===== src/design/quadratic_root_solver_unit_defines.svh =====
// ---------------------------------------------------------------------------
// quadratic root solver assertion macros
// shared concurrent check helpers, empty when SYNTH is defined
// ---------------------------------------------------------------------------
`ifndef QUADRATIC_ROOT_SOLVER_UNIT_DEFINES_SVH
`define QUADRATIC_ROOT_SOLVER_UNIT_DEFINES_SVH

`ifndef SYNTH

// check that holds in the same cycle
`define QRS_ASSERT_SAME(lbl, pre, post, msg) \
   lbl: assert property (@(posedge clock) disable iff (reset) (pre) |-> (post)) \
      else $error(msg);

// check that holds in the cycle after the antecedent
`define QRS_ASSERT_NEXT(lbl, pre, post, msg) \
   lbl: assert property (@(posedge clock) disable iff (reset) (pre) |=> (post)) \
      else $error(msg);

`else

`define QRS_ASSERT_SAME(lbl, pre, post, msg)
`define QRS_ASSERT_NEXT(lbl, pre, post, msg)

`endif

`endif


===== src/design/qrs_pkg.sv =====
// ---------------------------------------------------------------------------
// qrs_pkg
// shared types and constants of the quadratic root solver
// ---------------------------------------------------------------------------
`timescale 1ns / 1ps

package qrs_pkg;

   // tolerance register
   localparam int TOL_BITS = 16;
   localparam logic [TOL_BITS-1:0] TOL_RESET = 16'd66;

   // root classification
   typedef enum logic [1:0] {
      KIND_NONE = 2'd0,
      KIND_ONE  = 2'd1,
      KIND_TWO  = 2'd2,
      KIND_INF  = 2'd3
   } kind_type;

   // per stage control carried down the cell chains
   typedef struct packed {
      logic     valid;
      kind_type kind;
   } ctl_type;

endpackage


===== src/design/qrs_div_cell.sv =====
// ---------------------------------------------------------------------------
// qrs_div_cell
// one quotient bit of a restoring division, two root lanes side by side
// ---------------------------------------------------------------------------
`timescale 1ns / 1ps

module qrs_div_cell #(
   parameter int WORD_BITS = 32,
   parameter int FRAC_BITS = 16
) (
   input  logic                               clock,
   input  logic                               reset,
   input  logic                               adv,
   input  qrs_pkg::ctl_type                   ctl_i,
   input  logic [WORD_BITS:0]                 den_i,
   input  logic [1:0]                         sg_i,
   input  logic [WORD_BITS+FRAC_BITS+1:0]     numq_i [2],
   input  logic [WORD_BITS+1:0]               rem_i  [2],
   output qrs_pkg::ctl_type                   ctl_o,
   output logic [WORD_BITS:0]                 den_o,
   output logic [1:0]                         sg_o,
   output logic [WORD_BITS+FRAC_BITS+1:0]     numq_o [2],
   output logic [WORD_BITS+1:0]               rem_o  [2]
);
   import qrs_pkg::*;

   localparam int NB   = WORD_BITS + 2 + FRAC_BITS;
   localparam int REMW = WORD_BITS + 2;

   ctl_type          ctl_ff;
   logic [WORD_BITS:0] den_ff;
   logic [1:0]       sg_ff;
   logic [NB-1:0]    numq_ff [2];
   logic [NB-1:0]    numq_in [2];
   logic [REMW-1:0]  rem_ff  [2];
   logic [REMW-1:0]  rem_in  [2];
   logic [REMW-1:0]  trial   [2];
   logic [REMW-1:0]  dext;
   logic [1:0]       ge;

   // shift in the next numerator bit and try the subtract, per lane
   always_comb begin
      dext = REMW'(den_i);
      for (int l = 0; l < 2; l++) begin
         trial[l]   = {rem_i[l][REMW-2:0], numq_i[l][NB-1]};
         ge[l]      = trial[l] >= dext;
         rem_in[l]  = ge[l] ? (trial[l] - dext) : trial[l];
         numq_in[l] = {numq_i[l][NB-2:0], ge[l]};
      end
   end

   always_ff @(posedge clock) begin
      if (reset) begin
         ctl_ff <= '0;
      end else if (adv) begin
         ctl_ff <= ctl_i;
      end
   end

   always_ff @(posedge clock) begin
      if (adv) begin
         den_ff  <= den_i;
         sg_ff   <= sg_i;
         numq_ff <= numq_in;
         rem_ff  <= rem_in;
      end
   end

   assign ctl_o  = ctl_ff;
   assign den_o  = den_ff;
   assign sg_o   = sg_ff;
   assign numq_o = numq_ff;
   assign rem_o  = rem_ff;

endmodule


===== config.mk =====
export PLATFORM = sky130hd
export DESIGN_NAME = qrs_div_cell
export DESIGN_NICKNAME = d
export VERILOG_FILES = /design/src/design/quadratic_root_solver_unit_defines.svh /design/src/design/qrs_pkg.sv /design/src/design/qrs_div_cell.sv
export SDC_FILE = /design/constraint.sdc
export NUM_CORES = 1
export LEC_CHECK = 0
export ABC_CLOCK_PERIOD_IN_PS = 4100
export BUFFER_PORTS_ARGS = -buffer_cell sky130_fd_sc_hd__buf_4
export CELL_PAD_IN_SITES_DETAIL_PLACEMENT = 1
export CELL_PAD_IN_SITES_GLOBAL_PLACEMENT = 1
export CORE_ASPECT_RATIO = 0.6
export CORE_MARGIN = 3
export CORE_UTILIZATION = 38
export DETAILED_ROUTE_END_ITERATION = 16
export GPL_TIMING_DRIVEN = 0
export PLACE_DENSITY = 0.85
export SLEW_MARGIN = 20
export SYNTH_ARGS = -nofsm -noshare
export SYNTH_HDL_FRONTEND = slang
export SYNTH_SLANG_ARGS = --single-unit

===== constraint.sdc =====
create_clock -name clock -period 4.1 [get_ports clock]
set_input_delay 0.41 -clock clock [delete_from_list [all_inputs] [get_ports clock]]
set_output_delay 0.41 -clock clock [all_outputs]
set_load 0.02 [all_outputs]

Word level (Yosys, flattened, before mapping)
Cells that the tools add are included.
{"block": "word_totals", "ff_bits": 206, "in_bits": 209, "output_inout_bits": 206, "word_cells": 14}
{"block": "classes", "addsub": 2, "order_cmp": 2, "mux": 2}
{"op": "greater-or-equal comparator 34 x 33 -> 1 bit", "count": 2}
{"op": "2-to-1 mux 34 bit", "count": 2}
{"op": "subtractor 34 x 33 -> 34 bit", "count": 2}

Depth between registers and ports, before layout
Gate-level depths: netlist of the first run.
{"block": "logic_depth", "depth_word": 2, "ltp_mapped": 15, "mapped_depth_nobuf": 13}

Worst setup path after synthesis of the first run
No wires, ideal clock.
{"block": "synth_timing", "path_type": "input to register", "startpoint": "input port numq_i[99] (netlist bit)", "endpoint": "register rem_ff, in the netlist rem_o[35], data pin", "setup_ns": 0.262, "arrival_time_ns": 2.930, "required_time_ns": 3.838, "slack_ns": 0.908, "stages": 13, "n_path_buf": 1, "cell_sequence": "inv_1 > ha_1 > inv_1 > fa_1 > a21o_1 > a221oi_2 > o32ai_1 > a211o_1 > a21o_1 > nand3_1 > o2111a_1 > buf_6 > mux2_1"}
{"element": "start: declaration", "line": "qrs_div_cell.sv:17", "text": "input logic [WORD_BITS+FRAC_BITS+1:0] numq_i [2],"}
{"element": "end signal: assignment", "line": "qrs_div_cell.sv:65", "text": "rem_ff <= rem_in;"}
{"element": "end: declaration", "line": "qrs_div_cell.sv:35", "text": "logic [REMW-1:0] rem_ff [2];"}

==> results of run 1 <==
-- routing by layer --
metal	part of all wire [%]	global-route usage, %	vias to the layer above
li1	-	-	4100
met1	39	31.19	4340
met2	50	44.33	305
met3	8.1	7.267	55
met4	2.6	7.145	2
met5	0.030	0	-
-- registers in the layout, indices dropped and copies added, names as in the netlist --
register and flops:
ctl_o 3, den_o 33, numq_o 100, rem_o 68, sg_o 2
-- Yosys cell counts, types with 2 or more instances --
cell and instances:
nor2_1 23, dfxtp_1 3, a21o_1 26, buf_6 5, inv_2 2, fa_1 2
o31ai_1 4, xor2_1 27, buf_4 2, o21ai_1 71, mux2_1 3, a21oi_1 64
and2_1 5, inv_1 55, a211oi_1 5, ha_1 66, o32ai_1 2, nor4_1 3
nand4_1 8, o221ai_1 2, nor3b_1 2, and3_1 10, nand2b_1 4, nand2_1 96
mux2i_1 5, nor2b_1 5, edfxtp_1 203, nand3_1 20, o21ai_0 24, or3_1 2
o21a_1 2, clkbuf_1 10, xnor2_1 34, o211ai_1 5, o21bai_1 10, a41oi_1 6
a211o_1 4, a31oi_1 6, buf_2 8, nor3_1 3, a221oi_1 2
-- worst register-to-register path, cell delays in order (launching register included) --
cell     delay (ps)
dfxtp_1         320
mux2i_1         140
nor2_1           50
-- kinds of logic after synthesis --
group,count (synthesis),share of synthesized area (%)
compound gates,252,14.94
xor+xnor,61,5.131
fa+ha+maj,68,8.315
buf+inv,83,3.521
flops,206,59.12
mux,8,0.8051
simple gates,186,8.171
-- final cells by class --
class	instances	area share [%]
Sequential cell	206	41.84
Clock inverter	10	0.7399
Multi-Input combinational cell	575	26.44
Buffer	25	1.012
Clock buffer	28	3.963
Tap cell	360	3.061
Inverter	58	1.480
Antenna cell	1	0.01701
Timing Repair Buffer	414	21.45
-- power by group through the flow --
stage                     clock network, mW  logic (mW)  registers, mW
after floorplan                           0       0.594           2.98
after global placement                    0        1.62           2.69
after detailed placement                  0        1.67           2.70
after CTS                              2.00        1.68           2.66
after global routing                   2.09        1.80           2.68
final                                  1.95        1.68           2.66
-- final timing paths --
path | cells after the start | start | to | slack (ps)
max | 14 | numq_i[49] | rem_o[13]$_DFFE_PP_ | 630
min | 1 | numq_i[12] | numq_o[13]$_DFFE_PP_ | 60
max reg2reg | 2 | ctl_o[0]$_SDFFE_PP0P_ | ctl_o[0]$_SDFFE_PP0P_ | 3490
min reg2reg | 2 | ctl_o[2]$_SDFFE_PP0P_ | ctl_o[2]$_SDFFE_PP0P_ | 500
-- per-stage QoR --
step                      total power [mW]  utilization, %  worst slack [ps]
after CTS                            6.351           55.08             557.1
after global routing                 6.564           55.09             259.8
after floorplan                      3.576               -             907.9
after global placement               4.308           52.26             221.6
final                                6.286           55.09             628.8
after detailed placement             4.374           52.49             18.72
==> results_dict.tcl, run 1 <==
set metrics [dict create \
    status "complete, no violations" \
    port_buffers 412 \
    initial_utilization_pct 38.99 \
    pwr-share-comb_pct 26.7 \
    hold_class "in -> reg" \
    cts_root_buf "clkbuf_16" \
    hold_buffers 0 \
    cp_slowest_cell "clkbuf_1" \
    yosysSeqAreaShare_pct 59.12 \
    cts.repair.resized 0 \
    p_int_mw 4.415 \
    grt.total_usage_pct 25.53 \
    finClkSkew_ps 0 \
    peakVddDrop_mv 0.2927 \
    cp_cell_sequence "buf_4 > inv_1 > ha_1 > inv_1 > fa_1 > a21oi_1 > o221ai_2 > o21ai_1 > a31oi_2 > a31oi_1 > o21ai_2 > a21oi_1 > clkbuf_1 > o21ai_1" \
    layout-area-overhead-vs-synth_pct 41.30 \
    power_frac_seq_pct 42.3 \
    fmax_mhz 288.1 \
    synth_area_leaders "edfxtp_1 59%, ha_1 7.9%, nand2_1 3.5%" \
    gr-total-overflow 0 \
    setup_viol 0 \
    clk_path_buf_depth 3 \
    powerDensity_nw_per_um2 427.2 \
    rsz0062_at_grt "false" \
    dieArea_um2 29490 \
    crit_family "compound AO/OA/AOI/OAI gates" \
    core_area_um2 26710 \
    synth.distinct_cells 66 \
    finalInstanceArea_um2 14710 \
    cp-start-kind "input pin" \
    cts_tree "built" \
    place_inst 1638 \
    clock-sinks 206 \
    pwr-share-clk_pct 31.0 \
    io_pins 415 \
    swShare_pct 29.75 \
    numCtsBuffers 22 \
    netlist_area_um2 10410 \
    wl_um 39440 \
    crit_type "in -> reg" \
    grt_pass1_vias 9124 \
    seq_area_um2 6156 \
    syn_area_per_cell_um2 12.05 \
    hpwl_um 31490 \
    netlist.area_leader.share_pct 58.54 \
    drcViolationCount 0 \
    wl_per_cell_um 23.52 \
    die_w_um 219.7 \
    maxSlewViolCount 0 \
    grt_first_pass_wirelength_um 56600 \
    rows 46 \
    critPathRequiredTime_ps 4330 \
    clk_pin_slew_ps 60 \
    tns_ps 0 \
    post-route-min-period_ps 3471 \
    finalHoldViolCount 0 \
    critical_path_arrival_ps 3700 \
    yosysWarnings 0 \
    async_reset_ff_share_pct 0 \
    synthCells 864 \
    final_cell_mix "413 x buf_4, 203 x edfxtp_1, 96 x nand2_1" \
    layout_commonest_cell "buf_4" \
    num_vias 8802 \
    clkLatencyLatePin_ps 520 \
    vias_per_cell 5.249 \
    cts_max_level 1 \
    globalplace.congestion 0.8555 \
    antenna_left 0 \
    worst-path-max-fanout 10 \
    multi_input_area_um2 3890 \
    cts_setup_buffers 0 \
    grt_max_degree 105 \
    firstDrtPassIters 5 \
    p_leak_nw 6.401 \
    max-slew-margin-rel_pct 58.89 \
    yosys.area.top_type "edfxtp_1" \
    num-fill-cells 2873 \
    cap_violations 0 \
    syn_nets 1141 \
    p_switching_mw 1.870 \
    drtIter0Drc 605 \
    synth_edf_count 203 \
    whs_ps 61.74 \
    end_kind "flop" \
    slowest_delay_ps 500 \
    die_h_um 134.2 \
    dpl_cell_area_um2 14020 \
    ys.flop_type "edfxtp_1" \
    drive_above_1_share_pct 35.64 \
    tightest_slew_ps 601.1 \
    path_buf_inv 4 \
    stdcell_count 1677 \
    finalCritPeriodShare_pct 84.66 \
    fin_nets 1579 \
    antenna_found_initial 2 \
    synth-seq-cells 206 \
]
Power figures use the tool's default switching activity.
==> run 2: changes to the inputs <==
--- a/config.mk
+++ b/config.mk
@@ -5,16 +5,16 @@
 export SDC_FILE = /design/constraint.sdc
 export NUM_CORES = 1
 export LEC_CHECK = 0
-export ABC_CLOCK_PERIOD_IN_PS = 4100
+export ABC_CLOCK_PERIOD_IN_PS = 3100
 export BUFFER_PORTS_ARGS = -buffer_cell sky130_fd_sc_hd__buf_4
 export CELL_PAD_IN_SITES_DETAIL_PLACEMENT = 1
 export CELL_PAD_IN_SITES_GLOBAL_PLACEMENT = 1
 export CORE_ASPECT_RATIO = 0.6
 export CORE_MARGIN = 3
-export CORE_UTILIZATION = 38
+export CORE_UTILIZATION = 34
 export DETAILED_ROUTE_END_ITERATION = 16
 export GPL_TIMING_DRIVEN = 0
-export PLACE_DENSITY = 0.85
+export PLACE_DENSITY = 0.8
 export SLEW_MARGIN = 20
 export SYNTH_ARGS = -nofsm -noshare
 export SYNTH_HDL_FRONTEND = slang
==> constraint.sdc (replaced) <==
create_clock -name clock -period 3.1 [get_ports clock]
set_input_delay 0.31 -clock clock [delete_from_list [all_inputs] [get_ports clock]]
set_output_delay 0.31 -clock clock [all_outputs]
set_load 0.02 [all_outputs]
==> results_dict.tcl, run 2 (same netlist as run 1, synthesis figures left out) <==
set metrics [dict create \
    worst-path-max-fanout 9 \
    critical_path_arrival_ps 3260 \
    largest_register_ff_count 100 \
    dieArea_um2 32830 \
    powerDensity_nw_per_um2 538.7 \
    antenna_found_initial 4 \
    drive_above_1_share_pct 33.91 \
    layout-area-overhead-vs-synth_pct 56.32 \
    peakVddDrop_mv 0.3263 \
    reg2reg_depth 2 \
    rows 48 \
    whs_ps 28.05 \
    route.met2.wl_um 21190 \
    fin_nets 1718 \
    grt_pass1_vias 10050 \
    wl_um 43370 \
    routed.top_layer "met4" \
    wl_per_cell_um 23.31 \
    cp-start-kind "input pin" \
    grt_max_degree 102 \
    final_cell_mix "423 x buf_4, 203 x edfxtp_1, 133 x dlygate4sd3_1" \
    port_buffers 412 \
    clk_path_buf_depth 3 \
    place_inst 1678 \
    maxSlewViolCount 0 \
    firstDrtPassIters 5 \
    antenna_left 0 \
    cts_tree "built" \
    num_vias 9465 \
    wl_met1_um 18030 \
    grt_first_pass_wirelength_um 62960 \
    hpwl_um 30560 \
    numCtsBuffers 22 \
    detailedPlace.worstSlack_ps -762.1 \
    finalHoldViolCount 0 \
    core_area_um2 29430 \
    cap_violations 0 \
    whs_path_depth 3 \
    layout_commonest_cell "buf_4" \
    p_leak_nw 7.026 \
    num-fill-cells 3151 \
    crit_type "in -> reg" \
    globalplace.congestion 0.8859 \
    cts_max_level 1 \
    fmax_mhz 332.5 \
    grt.total_usage_pct 25.36 \
    io_pins 415 \
    fin_ws_ps 92.24 \
    status "complete, no violations" \
    p_total_mw 8.768 \
    post-route-min-period_ps 3008 \
    vias_per_cell 5.086 \
    die_h_um 141.6 \
    rsz0062_at_grt "true" \
    clkLatencyLatePin_ps 510 \
    tns_ps 0 \
    setup_viol 0 \
    finalCritPeriodShare_pct 97.02 \
    hold_class "in -> reg" \
    cts_root_buf "clkbuf_16" \
    initial_utilization_pct 35.38 \
    clock-sinks 206 \
    drtIter0Drc 528 \
    clk_pin_slew_ps 60 \
    gr-total-overflow 0 \
    drcViolationCount 0 \
    critPathRequiredTime_ps 3360 \
    end_kind "flop" \
    stdcell_count 1861 \
    finClkSkew_ps 0 \
    route.met3.wl_um 2908 \
    die_w_um 231.9 \
    tightest_slew_ps 603.7 \
    max-slew-margin-rel_pct 59.75 \
]
==> run 2: changes by cell type in the layout (fill, tap and decap cells not counted), moves of 2 or more <==
cell	previous run	this run
dlygate4sd3_1	0	133
buf_4	413	423
buf_2	8	4
clkbuf_1	15	12
clkinv_1	5	2
clkinv_2	2	5
diode_2	1	4
a21oi_1	64	62
a21oi_2	1	3
bufinv_16	2	4
clkbuf_2	0	2
clkinvlp_4	1	3
==> run 2: path summary, 6_finish.rpt <==
check,start,slack (ps),end
max,numq_i[99],90,rem_o[47]$_DFFE_PP_
min,ctl_i[1],30,ctl_o[1]$_SDFFE_PP0P_
max reg2reg,ctl_o[2]$_SDFFE_PP0P_,2510,ctl_o[2]$_SDFFE_PP0P_
min reg2reg,ctl_o[1]$_SDFFE_PP0P_,500,ctl_o[1]$_SDFFE_PP0P_
==> run 2: area by class of cell <==
type                       instances  area (um2)  share of cell area, %
clock buffer                      26       565.5                  3.475
sequential                       206        6156                  37.82
multi-input combinational        575        3943                  24.22
antenna                            4       10.01                0.06150
clock inverter                    14       187.7                  1.153
inverter                          58       217.7                  1.338
tap                              400       500.5                  3.075
buffer                            25       165.2                  1.015
timing repair buffer             553        4532                  27.84
==> run 2: layer usage <==
layer,GRT usage [%],vias up
met5,0,-
met4,7.261,0
met3,5.758,57
met2,43.84,338
met1,32.00,4687
li1,-,4383
==> run 2: through the flow <==
stage / area, um2 / util, %
4_1_cts: 16220 / 55.12
2_1_floorplan: 10410 / -
5_1_grt: 16280 / 55.31
3_5_place_dp: 14070 / 47.81
6_report: 16280 / 55.31
3_3_place_gp: 14010 / 47.59
==> run 2: timing repair <==
item | CTS | global route
setup endpoints to repair | 54 | 68
endpoints found under the hold margin | 135 | 0
resized for setup | 8 | 12
hold buffers | 133 | 0
setup buffers | 5 | 1
pin swaps | 1 | 2
==> run 2: critical path: stages <==
cell and delay, ps:
buf_4 110, inv_1 110, ha_2 200, inv_1 50
fa_1 400, a21o_1 220, a221oi_4 330, o32ai_1 140
a211o_1 290, a21o_4 240, nand3_1 90, o2111a_2 240
buf_8 150, mux2_2 360
==> run 2: where the power goes <==
part	switching, mW	leakage, nW	internal (mW)	total, mW
Clock	1.18	0.361	1.65	2.83
Combinational	1.36	4.66	1.05	2.41
Sequential	0.106	2.01	3.43	3.53
