### config.mk
export PLATFORM = sky130hd
export DESIGN_NAME = qrs_sqrt_cell
export DESIGN_NICKNAME = d
export VERILOG_FILES = /design/src/design/quadratic_root_solver_unit_defines.svh /design/src/design/qrs_pkg.sv /design/src/design/qrs_sqrt_cell.sv
export SDC_FILE = /design/constraint.sdc
export NUM_CORES = 1
export LEC_CHECK = 0
export BUFFER_PORTS_ARGS = -buffer_cell sky130_fd_sc_hd__buf_2
export CAP_MARGIN = 10
export CORE_AREA = 5 5 160 162
export CTS_CLUSTER_SIZE = 10
export DETAILED_ROUTE_END_ITERATION = 12
export DIE_AREA = 0 0 165 167
export PLACE_DENSITY = 0.65
export SYNTH_ARGS = -nofsm -noshare
export SYNTH_HDL_FRONTEND = slang
export SYNTH_SLANG_ARGS = --single-unit
### constraint.sdc
create_clock -name clock -period 4.17 [get_ports clock]
set_input_delay 0.834 -clock clock [delete_from_list [all_inputs] [get_ports clock]]
set_output_delay 0.834 -clock clock [all_outputs]
set_load 0.005 [all_outputs]
### src/design/quadratic_root_solver_unit_defines.svh
// ---------------------------------------------------------------------------
// quadratic root solver assertion macros
// shared concurrent check helpers, empty when SYNTH is defined
// ---------------------------------------------------------------------------
`ifndef QUADRATIC_ROOT_SOLVER_UNIT_DEFINES_SVH
`define QUADRATIC_ROOT_SOLVER_UNIT_DEFINES_SVH

`ifndef SYNTH

// check that holds in the same cycle
`define QRS_ASSERT_SAME(lbl, pre, post, msg) \
   lbl: assert property (@(posedge clock) disable iff (reset) (pre) |-> (post)) \
      else $error(msg);

// check that holds in the cycle after the antecedent
`define QRS_ASSERT_NEXT(lbl, pre, post, msg) \
   lbl: assert property (@(posedge clock) disable iff (reset) (pre) |=> (post)) \
      else $error(msg);

`else

`define QRS_ASSERT_SAME(lbl, pre, post, msg)
`define QRS_ASSERT_NEXT(lbl, pre, post, msg)

`endif

`endif

### src/design/qrs_pkg.sv
// ---------------------------------------------------------------------------
// qrs_pkg
// shared types and constants of the quadratic root solver
// ---------------------------------------------------------------------------
`timescale 1ns / 1ps

package qrs_pkg;

   // tolerance register
   localparam int TOL_BITS = 16;
   localparam logic [TOL_BITS-1:0] TOL_RESET = 16'd66;

   // root classification
   typedef enum logic [1:0] {
      KIND_NONE = 2'd0,
      KIND_ONE  = 2'd1,
      KIND_TWO  = 2'd2,
      KIND_INF  = 2'd3
   } kind_type;

   // per stage control carried down the cell chains
   typedef struct packed {
      logic     valid;
      kind_type kind;
   } ctl_type;

endpackage

### src/design/qrs_sqrt_cell.sv
// ---------------------------------------------------------------------------
// qrs_sqrt_cell
// one digit of a restoring square root, two radicand bits per cell
// ---------------------------------------------------------------------------
`timescale 1ns / 1ps

module qrs_sqrt_cell #(
   parameter int WORD_BITS = 32,
   parameter int SIDE_BITS = 67
) (
   input  logic                     clock,
   input  logic                     reset,
   input  logic                     adv,
   input  qrs_pkg::ctl_type         ctl_i,
   input  logic [WORD_BITS+3:0]     rem_i,
   input  logic [WORD_BITS:0]       root_i,
   input  logic [2*WORD_BITS+1:0]   rad_i,
   input  logic [SIDE_BITS-1:0]     side_i,
   output qrs_pkg::ctl_type         ctl_o,
   output logic [WORD_BITS+3:0]     rem_o,
   output logic [WORD_BITS:0]       root_o,
   output logic [2*WORD_BITS+1:0]   rad_o,
   output logic [SIDE_BITS-1:0]     side_o
);
   import qrs_pkg::*;

   localparam int RW   = WORD_BITS + 4;
   localparam int SQ   = WORD_BITS + 1;
   localparam int RADW = 2 * WORD_BITS + 2;

   ctl_type          ctl_ff;
   logic [RW-1:0]    rem_ff, rem_in, trial, sub;
   logic [SQ-1:0]    root_ff, root_in;
   logic [RADW-1:0]  rad_ff, rad_in;
   logic [SIDE_BITS-1:0] side_ff;
   logic             ge;

   // trial subtract of 4*root+1 from the shifted remainder
   always_comb begin
      trial   = {rem_i[RW-3:0], rad_i[RADW-1 -: 2]};
      sub     = {1'b0, root_i, 2'b01};
      ge      = trial >= sub;
      rem_in  = ge ? (trial - sub) : trial;
      root_in = {root_i[SQ-2:0], ge};
      rad_in  = {rad_i[RADW-3:0], 2'b00};
   end

   always_ff @(posedge clock) begin
      if (reset) begin
         ctl_ff <= '0;
      end else if (adv) begin
         ctl_ff <= ctl_i;
      end
   end

   always_ff @(posedge clock) begin
      if (adv) begin
         rem_ff  <= rem_in;
         root_ff <= root_in;
         rad_ff  <= rad_in;
         side_ff <= side_i;
      end
   end

   assign ctl_o  = ctl_ff;
   assign rem_o  = rem_ff;
   assign root_o = root_ff;
   assign rad_o  = rad_ff;
   assign side_o = side_ff;

endmodule

; Yosys cells after proc, flatten, opt, wreduce, memory -nomap -nowiden
; Cells that the tools add are included.
[classes]
add_sub_neg = 1
n_lt_le_gt_ge = 1
mux = 1
[ops]
columns = op, count
row1 = $ge A36 B35 Y1, 1
row2 = $mux W36, 1
row3 = $sub A36 B35 Y36, 1
[totals]
inputBits = 208
regBits = 203
word_cells = 9
output_inout_bits = 205

; Depth between registers and ports, before layout
; Gate-level depths: netlist of the first run.
[logic_depth]
ltp_word = 2
ltp_mapped = 13
depth_no_buf = 11

; Least setup slack after synthesis of the first run
; No wires, ideal clock.
[synth_path]
kind = input -> register
start = in root_i[0]
end = reg rem_ff[10] (netlist: rem_o[10]) (data pin)
setup_slack_ps = 702
setup_ps = 260
n_path_buf = 1
arrival_time_ps = 3208
path_stages = 12
required_time_ps = 3910
cell_sequence = inv_1 > ha_1 > nor2b_4 > o311ai_2 > a32oi_2 > a31oi_4 > o211ai_4 > a41o_4 > a21oi_4 > inv_4 > buf_6 > mux2_4
[synth_between]
elab_chain_cells = 2
word_cells_on_any_way = 3
cone_classes = 1 x add/sub / 1 x order compare / 1 x mux
[synth_lines]
columns = element, line_no
row1 = start: declaration, qrs_sqrt_cell.sv:16  ; input logic [WORD_BITS:0] root_i,
row2 = $sub A36 B35 Y36 / $ge A36 B35 Y1 (equally long branches), "qrs_sqrt_cell.sv:43, qrs_sqrt_cell.sv:42"
row3 = $mux W36 (*), qrs_sqrt_cell.sv:43  ; rem_in = ge ? (trial - sub) : trial;
row4 = named net rem_in[10], qrs_sqrt_cell.sv:32  ; logic [RW-1:0] rem_ff, rem_in, trial, sub;
row5 = end signal: assignment, qrs_sqrt_cell.sv:58  ; rem_ff <= rem_in;
row6 = end: declaration, qrs_sqrt_cell.sv:32
; The timed path passes the listed nets; every way through them passes the cells marked *.
; A chain may end at the register's enable or synchronous reset.

; Worst setup path in the final report of the first run
[layout_path]
start = in root_i[0]
end = reg rem_ff[13] (netlist: rem_o[13]) (data pin)
; Same word-level chain as after synthesis.

==> results of run 1 <==
## final cells by class
type,instances,area [um^2],area share (%)
antenna,3,7.51,0.0632
multi-input combinational,294,2380,20.1
sequential,203,6070,51.1
inverter,48,183,1.54
tap,324,405,3.41
clock inverter,1,5.00,0.0421
timing repair buffer,421,2160,18.2
clock buffer,34,669,5.63
## metrics by stage
step,utilization (%),std cells,hold WS (ns)
finish,49.6,1328,0.491
global route,49.6,1328,0.477
CTS,49.5,1325,0.478
detailed placement,46.7,1290,0.480
global placement,46.7,1290,0.470
floorplan,-,554,0.485
## layer usage
layer  routed length [um]  vias to the layer above  GRT usage [%]
li1                     -                     2968              -
met3                 2270                       39           5.29
met4                  484                        4           3.98
met2                13100                      230           31.3
met5                   20                        -              0
met1                 8890                     2934           18.4
## worst paths after layout
path,endpoint,slack (ns),depth (start not counted)
worst min register to register,ctl_o[1],0.49,2
worst min-delay path,ctl_o[1],0.49,2
worst max register to register,ctl_o[0],3.57,2
worst max-delay path,rem_o[13],0.76,12
## synth_stat cells, types with 2 or more instances
| cell type | number | area, um^2 |
|---|---|---|
| dfxtp_1 | 3 | 60.1 |
| and4_1 | 2 | 17.5 |
| buf_4 | 2 | 15.0 |
| xor2_1 | 12 | 105 |
| nand4_1 | 8 | 50.1 |
| nor3_1 | 5 | 25.0 |
| a211oi_1 | 2 | 15.0 |
| and3_1 | 11 | 68.8 |
| and2_1 | 3 | 18.8 |
| mux2_2 | 5 | 56.3 |
| mux2i_1 | 4 | 40.0 |
| a21o_1 | 9 | 67.6 |
| nor2_1 | 15 | 56.3 |
| a21oi_1 | 34 | 170 |
| a31o_2 | 2 | 17.5 |
| mux2_4 | 26 | 390 |
| xnor2_1 | 19 | 166 |
| edfxtp_1 | 200 | 6010 |
| o211ai_1 | 4 | 30.0 |
| nand2_1 | 26 | 97.6 |
| buf_6 | 3 | 33.8 |
| or2_2 | 2 | 12.5 |
| ha_1 | 35 | 438 |
| inv_1 | 47 | 176 |
| o21a_1 | 5 | 37.5 |
| o21ai_0 | 20 | 100 |
| nor2b_1 | 4 | 25.0 |
| nand3_1 | 9 | 45.0 |
| o21bai_1 | 4 | 30.0 |
| clkbuf_1 | 4 | 15.0 |
| nor3b_1 | 2 | 15.0 |
## cells by family after synthesis
group	after synthesis	share of synthesized area, %
muxes	35	5.60
other	1	0.0431
xor gates and xnor gates	31	3.12
adders and majority gates	35	5.04
and+or+nand+nor	91	5.34
buffers and inverters	57	2.84
AOI/OAI and AO/OA	100	8.23
DFF	203	69.8
## sequential cells by signal, indices dropped and copies added, names as in the netlist
signal / count
side_o: 67
rad_o: 64
rem_o: 36
root_o: 33
ctl_o: 3
## worst reg2reg max path, stage by stage, from the launching register on
cell and delay, ns:
dfxtp_1 0.31, mux2i_1 0.12, nor2_1 0.06
## power breakdown
group	total, mW	internal (mW)	switching, mW
Combinational	0.856	0.428	0.428
Sequential	2.51	2.47	0.0424
Clock	1.83	1.09	0.732
==> metrics, run 1 <==
Core ar.=0.0240 mm^2; Avg Synthesized Cell Area=15.7 um^2; CP top delay family=compound AO/OA/AOI/OAI gates; Longest Clk Path Bufs=3; worst-path fanout max=35; DRC viols=0; grt total ovfl=0; CTS Sinks=203; crit path kind=input pin to flip-flop; die height=167 um; Iter 0 DRT Violations=308; Synth Instances=553; final WL=24800 um; post-CTS resize count=0; actual slew at the worst max-slew pin=0.816 ns; Pre-antenna DRT Iters=4; share of cells above drive strength 1=49.4%; max_slew headroom=45.6%; Distinct cells, synth=57; Area growth, synth to finish=36.7%; I/O Buffers=408; Vias per Instance=4.65; synthesized area=0.00869 mm^2; crit path time final=3.41 ns; CTS tree=built; row count=57; first-pass GRT wire length=36300 um; post-CTS setup buffers=0; register area share after synthesis=69.8%; TNS Setup=0 ns; Place WS=0.191 ns; ys async rst share=0%; post-layout worst setup margin=0.757 ns; maxcap violations=0; Routability Congestion=0.798; RSZ-0062 raised after global routing=false; Synth Warn #=0; Hold Crit Start=ctl_o[1]; Max VDD drop=0.000296 V; Hold Vio Cnt, Final=0; Worst Path Buf+Inv=3; CP Capture Type=flip-flop; Worst path slowest cell=mux2_4; Synth Flop Type=edfxtp_1; commonest non-fill, non-tap cell in the layout=buf_2; EDFF count, synth=200; HPWL after DPL=19700 um; final setup violation count=0; hold-fix buffers at CTS=0; initial antenna violation count=5; Worst Path Required=4.42 ns; crit share post-route=81.9%; TritonCTS Buffers=24; vias=6175; PD cells=437 mW/mm^2; drt wl/cell=18.7 um; commonest cells after routing, fill and taps aside=407 x buf_2, 200 x edfxtp_1, 47 x inv_1; largest net degree at the start of global routing=98; Largest stage delay, worst path=0.37 ns; Finished Cell Area=0.0119 mm^2; Lkg Pwr=5.32 nW; CP startpoint kind=input pin; nets=1235; Slew Limit Fails=0; Layout fillers=2128; Critical R2R Launch=ctl_o[0]; CP startpoint=root_i[0]; vias in the first global route=6223; I/O Pins=413; gr usage total=16.8%; PnR Total Power=5.19 mW; Worst Skew=0 ns; min-delay worst type=flip-flop to flip-flop; max frequency=0.293 GHz; Worst-path clk slew=0.05 ns; clock root cell=clkbuf_16; Initial Utilization=36.3%; FF+latch count, synth=203; clk_lat worst skew=0.50 ns; Post-DP Area=0.0112 mm^2; die width=165 um; CP Cell Sequence=buf_2 > inv_1 > ha_1 > nor2b_4 > o311ai_2 > a32oi_2 > a31oi_4 > o211ai_4 > a41o_4 > a21oi_4 > inv_4 > mux2_4; # H-tree levels=1; status=finished clean; die area=0.0276 mm^2; antenna viol nets, final=0; Arr. time, crit path=3.66 ns
(Power assumes the default switching activity.)
==> inputs of run 2 (changes only) <==
--- a/config.mk
+++ b/config.mk
@@ -7,11 +7,12 @@
 export LEC_CHECK = 0
 export BUFFER_PORTS_ARGS = -buffer_cell sky130_fd_sc_hd__buf_2
 export CAP_MARGIN = 10
-export CORE_AREA = 5 5 160 162
+export CORE_ASPECT_RATIO = 0.7
+export CORE_MARGIN = 5
+export CORE_UTILIZATION = 42
 export CTS_CLUSTER_SIZE = 10
 export DETAILED_ROUTE_END_ITERATION = 12
-export DIE_AREA = 0 0 165 167
-export PLACE_DENSITY = 0.65
+export PLACE_DENSITY = 0.76
 export SYNTH_ARGS = -nofsm -noshare
 export SYNTH_HDL_FRONTEND = slang
 export SYNTH_SLANG_ARGS = --single-unit
==> constraint.sdc (replaced) <==
create_clock -name clock -period 3 [get_ports clock]
set_input_delay 0.6 -clock clock [delete_from_list [all_inputs] [get_ports clock]]
set_output_delay 0.6 -clock clock [all_outputs]
set_load 0.005 [all_outputs]
==> run 2 against run 1 <==
  * Clock-buffer cell count is 9 higher
  * Combinational power increased by 53%
  * Power rose by 43%
  * Utilization is 11 points higher
  * Global-route usage is 2.3 points higher
  * Via count increased by 5.7%
  * First-iteration DRC count shrank 10%
  * Worst setup slack lost 0.52 ns
  * Sequential power up 39%
  * Critical path depth rose by 1
  * Non-clock buffer count is 56 higher
  * Hold slack lost 0.23 ns
==> metrics, run 2 (synthesized netlist as in run 1, its figures left out) <==
status=finished clean; PD cells=598 mW/mm^2; Slew Limit Fails=0; FF-to-FF setup slack=2.40 ns; min-delay worst type=input pin to flip-flop; hold_ws=0.263 ns; WHS Endpoint=side_o[64]; CP Cell Sequence=buf_2 > inv_4 > ha_4 > nor2b_4 > o311ai_2 > a32oi_2 > a31oi_4 > o211ai_4 > a41o_4 > a21oi_4 > inv_4 > buf_12 > mux2_4; FF-to-FF path depth=2; I/O Pins=413; RSZ-0062 raised after global routing=false; Largest stage delay, worst path=0.33 ns; Worst R2R End=ctl_o[0]; share of cells above drive strength 1=52.3%; commonest cells after routing, fill and taps aside=407 x buf_2, 200 x edfxtp_1, 63 x buf_4; CP Capture Type=flip-flop; row count=44; die area=0.0237 mm^2; gr usage total=19.1%; crit share post-route=92.0%; Worst path slowest cell=o311ai_2; Core ar.=0.0205 mm^2; Post-DP Area=0.0117 mm^2; final WL=24800 um; die width=182 um; maxcap violations=0; CP top delay family=compound AO/OA/AOI/OAI gates; Lkg Pwr=5.62 nW; HPWL after DPL=19700 um; Area growth, synth to finish=42.5%; Vias per Instance=4.86; vias=6528; TritonCTS Buffers=24; Hold Vio Cnt, Final=0; CTS tree=built; Pre-antenna DRT Iters=5; max reg flops=67; post-CTS resize count=0; hold-fix buffers at CTS=0; Critical R2R Launch=ctl_o[0]; die height=130 um; Max VDD drop=0.000472 V; clk_lat worst skew=0.51 ns; CP startpoint kind=input pin; clock root cell=clkbuf_16; CP startpoint=root_i[0]; Arr. time, crit path=3.02 ns; nets=1291; Worst Skew=0 ns; first-pass GRT wire length=35800 um; Worst Path Buf+Inv=4; worst-path fanout max=12; antenna viol nets, final=0; drt wl/cell=18.4 um; Worst Path Required=3.26 ns; Worst Hold Depth=1; crit path kind=input pin to flip-flop; commonest non-fill, non-tap cell in the layout=buf_2; largest net degree at the start of global routing=54; grt total ovfl=0; Longest Clk Path Bufs=3; Critical Path Most Common Cell=inv_4; DRC viols=0; vias in the first global route=6478; Initial Utilization=42.3%; I/O Buffers=408; crit path time final=2.76 ns; Iter 0 DRT Violations=276; final setup violation count=0; Routability Congestion=0.898; max frequency=0.362 GHz; Finished Cell Area=0.0124 mm^2; Worst-path clk slew=0.06 ns; Layout fillers=1642; Hold Crit Start=side_i[64]; # H-tree levels=1; CTS Sinks=203; initial antenna violation count=3; post-CTS setup buffers=0
[run 2: cell types whose count changed in the layout (fill, tap and decap cells not counted), moves of 2 or more]
cell      delta
buf_12       +5
inv_1        -2
clkbuf_1     +9
buf_4       +51
ha_4         +3
ha_1         -3
[run 2: final cells by class]
type	instances	area (um^2)	share of cell area [%]
sequential	203	6070	49.0
clock inverter	1	16.3	0.131
antenna	2	5.00	0.0404
tap	276	345	2.79
timing repair buffer	477	2640	21.3
clock buffer	43	692	5.59
inverter	48	190	1.54
multi-input combinational	294	2430	19.6
[run 2: worst max path at each step]
stage | to | slack, ns | depth (start not counted)
CTS | rem_o[7] | 0.23 | 13
detailed placement | rem_o[7] | -0.30 | 13
floorplan | rem_o[10] | -0.07 | 11
global route | rem_o[35] | 0.12 | 13
finish | rem_o[15] | 0.24 | 13
global placement | rem_o[35] | -0.25 | 13
[run 2: worst reg2reg max path, delay by kind of cell (launching register included)]
kind             cells  cell delay (ns)
AND/OR/NAND/NOR      1             0.05
flip-flops           1             0.31
multiplexers         1             0.13
[run 2: stage by stage]
stage / util (%) / power, mW / setup TNS (ns) / setup slack (ns) / std cells
3_3_place_gp: 56.9 / 4.83 / -7.42 / -0.255 / 1298
5_1_grt: 60.3 / 7.76 / 0 / 0.117 / 1343
3_5_place_dp: 56.9 / 4.87 / -9.10 / -0.304 / 1298
6_report: 60.3 / 7.41 / 0 / 0.240 / 1344
2_1_floorplan: - / 4.15 / -1.72 / -0.0662 / 554
4_1_cts: 60.3 / 7.50 / 0 / 0.226 / 1342
[run 2: report_power, final]
group | total (mW) | switching [mW] | internal (mW)
combinational | 1.31 | 0.624 | 0.685
clock | 2.60 | 1.06 | 1.55
sequential | 3.50 | 0.0656 | 3.43
[run 2: per-layer routing]
layer  vias up  GRT usage (%)  part of all wire (%)
li1       3091              -                     -
met1      3160           23.3                    39
met2       235           34.2                    51
met3        40           5.60                   8.0
met4         2           4.15                   2.1
met5         -              0                 0.028
==> inputs of run 3 (changes only) <==
--- a/config.mk
+++ b/config.mk
@@ -7,12 +7,11 @@
 export LEC_CHECK = 0
 export BUFFER_PORTS_ARGS = -buffer_cell sky130_fd_sc_hd__buf_2
 export CAP_MARGIN = 10
-export CORE_ASPECT_RATIO = 0.7
-export CORE_MARGIN = 5
-export CORE_UTILIZATION = 42
+export CORE_AREA = 2 2 161 163
 export CTS_CLUSTER_SIZE = 10
 export DETAILED_ROUTE_END_ITERATION = 12
-export PLACE_DENSITY = 0.76
+export DIE_AREA = 0 0 163 165
+export PLACE_DENSITY = 0.69
 export SYNTH_ARGS = -nofsm -noshare
 export SYNTH_HDL_FRONTEND = slang
 export SYNTH_SLANG_ARGS = --single-unit
==> run 3 against run 2 <==
  * Power shrank 0.31%
  * Utilization shrank 10 points
  * Critical endpoint is now rem_o[14]
  * Clock power fell by 2%
==> metrics, run 3 (synthesized netlist as in run 1, its figures left out) <==
PnR Total Power=7.39 mW; row count=58; Routability Congestion=0.797; Lkg Pwr=5.69 nW; I/O Pins=413; CTS Sinks=203; Initial Utilization=34.7%; Max VDD drop=0.000432 V; clk_lat worst skew=0.49 ns; vias in the first global route=6527; Worst Path Required=3.25 ns; die area=0.0269 mm^2; min-delay worst type=input pin to flip-flop; crit path time final=2.87 ns; HPWL after DPL=20000 um; Critical R2R Launch=ctl_o[0]; nets=1307; CTS tree=built; max frequency=0.348 GHz; Worst path slowest cell=ha_1; share of cells above drive strength 1=53.4%; CP startpoint kind=input pin; hold-fix buffers at CTS=0; commonest non-fill, non-tap cell in the layout=buf_2; TritonCTS Buffers=24; FF-to-FF path depth=2; Pre-antenna DRT Iters=4; routed metal-1 wirelength=9530 um; drt wl/cell=17.9 um; Slew Limit Fails=0; max reg flops=67; Worst Hold Depth=1; Arr. time, crit path=3.12 ns; final setup violation count=0; PD cells=590 mW/mm^2; clock root cell=clkbuf_16; Top Metal Used=met5; max_slew headroom=61.1%; first-pass GRT wire length=35900 um; commonest cells after routing, fill and taps aside=407 x buf_2, 200 x edfxtp_1, 81 x buf_4; I/O Buffers=408; Core ar.=0.0250 mm^2; met3 routed WL=2030 um; Worst R2R End=ctl_o[0]; gr usage total=17.5%; Iter 0 DRT Violations=448; Area growth, synth to finish=44.1%; crit path kind=input pin to flip-flop; Worst-path clk slew=0.05 ns; CP Capture Type=flip-flop; CP Cell Sequence=buf_2 > inv_1 > ha_1 > and4_1 > and3_1 > nor2b_1 > nand2_1 > o211ai_4 > a41o_4 > a21oi_4 > inv_4 > buf_12 > mux2_4; # H-tree levels=1; Vias per Instance=4.64; grt total ovfl=0; DRC viols=0; Hold Crit Start=side_i[47]; RSZ-0062 raised after global routing=false; Hold Vio Cnt, Final=0; vias=6526; final WL=25200 um; hold_ws=0.268 ns; maxcap violations=0; largest net degree at the start of global routing=70; crit share post-route=95.7%; status=finished clean; Longest Clk Path Bufs=3; Layout fillers=2191; DR WL met2=13100 um; antenna viol nets, final=0; WHS Endpoint=side_o[47]; Worst Skew=0 ns; actual slew at the worst max-slew pin=0.583 ns; initial antenna violation count=3; die height=165 um; post-CTS setup buffers=0; Largest stage delay, worst path=0.33 ns; worst-path fanout max=12; die width=163 um; FF-to-FF setup slack=2.39 ns
run 3: how the worst max path moves through the flow:
stage / startpoint / end
finish: root_i[22] / rem_o[14]
global route: root_i[22] / rem_o[17]
CTS: root_i[22] / rem_o[22]
detailed placement: root_i[22] / rem_o[20]
global placement: root_i[22] / rem_o[29]
floorplan: rem_i[0] / rem_o[10]
run 3: routing by layer:
layer | GRT usage [%] | vias to the layer above
met2 | 32.4 | 259
met5 | 0 | -
met1 | 19.9 | 3107
met3 | 4.97 | 43
li1 | - | 3115
met4 | 4.42 | 2
run 3: critical path: cells and delay by family:
kind / cells / cell delay [ns]
compound gates: 3 / 0.56
fa+ha+maj: 1 / 0.33
buf+inv: 4 / 0.49
mux: 1 / 0.31
simple gates: 4 / 0.80
run 3: area by class of cell:
cell class | instances | area (um^2) | share of cell area [%]
Sequential cell | 203 | 6070 | 48.4
Timing Repair Buffer | 493 | 2740 | 21.9
Multi-Input combinational cell | 294 | 2440 | 19.5
Clock buffer | 35 | 673 | 5.37
Tap cell | 330 | 413 | 3.30
Inverter | 48 | 190 | 1.52
Clock inverter | 1 | 5.00 | 0.0400
Antenna cell | 1 | 2.50 | 0.0200
run 3: power breakdown:
part           internal [mW]  switching (mW)  total, mW  leakage, nW
logic                  0.702           0.637       1.34         3.37
registers               3.43          0.0656       3.50         1.98
clock network           1.53            1.03       2.55        0.330
run 3: stage by stage:
step	TNS, ns	cell area (um^2)	util (%)	instances	worst slack (ns)
2_1_floorplan	-1.72	8770	-	554	-0.0662
3_3_place_gp	-9.68	11800	47.3	1368	-0.316
3_5_place_dp	-12.30	11800	47.3	1368	-0.405
4_1_cts	0	12500	50.0	1404	0.104
5_1_grt	0	12500	50.0	1405	0.0297
6_report	0	12500	50.0	1405	0.128
run 3: what timing repair did:
action	4_1_cts	5_1_grt
endpoints found under the setup margin	0	1
gates resized for setup	0	1
endpoints found under the hold margin	0	0
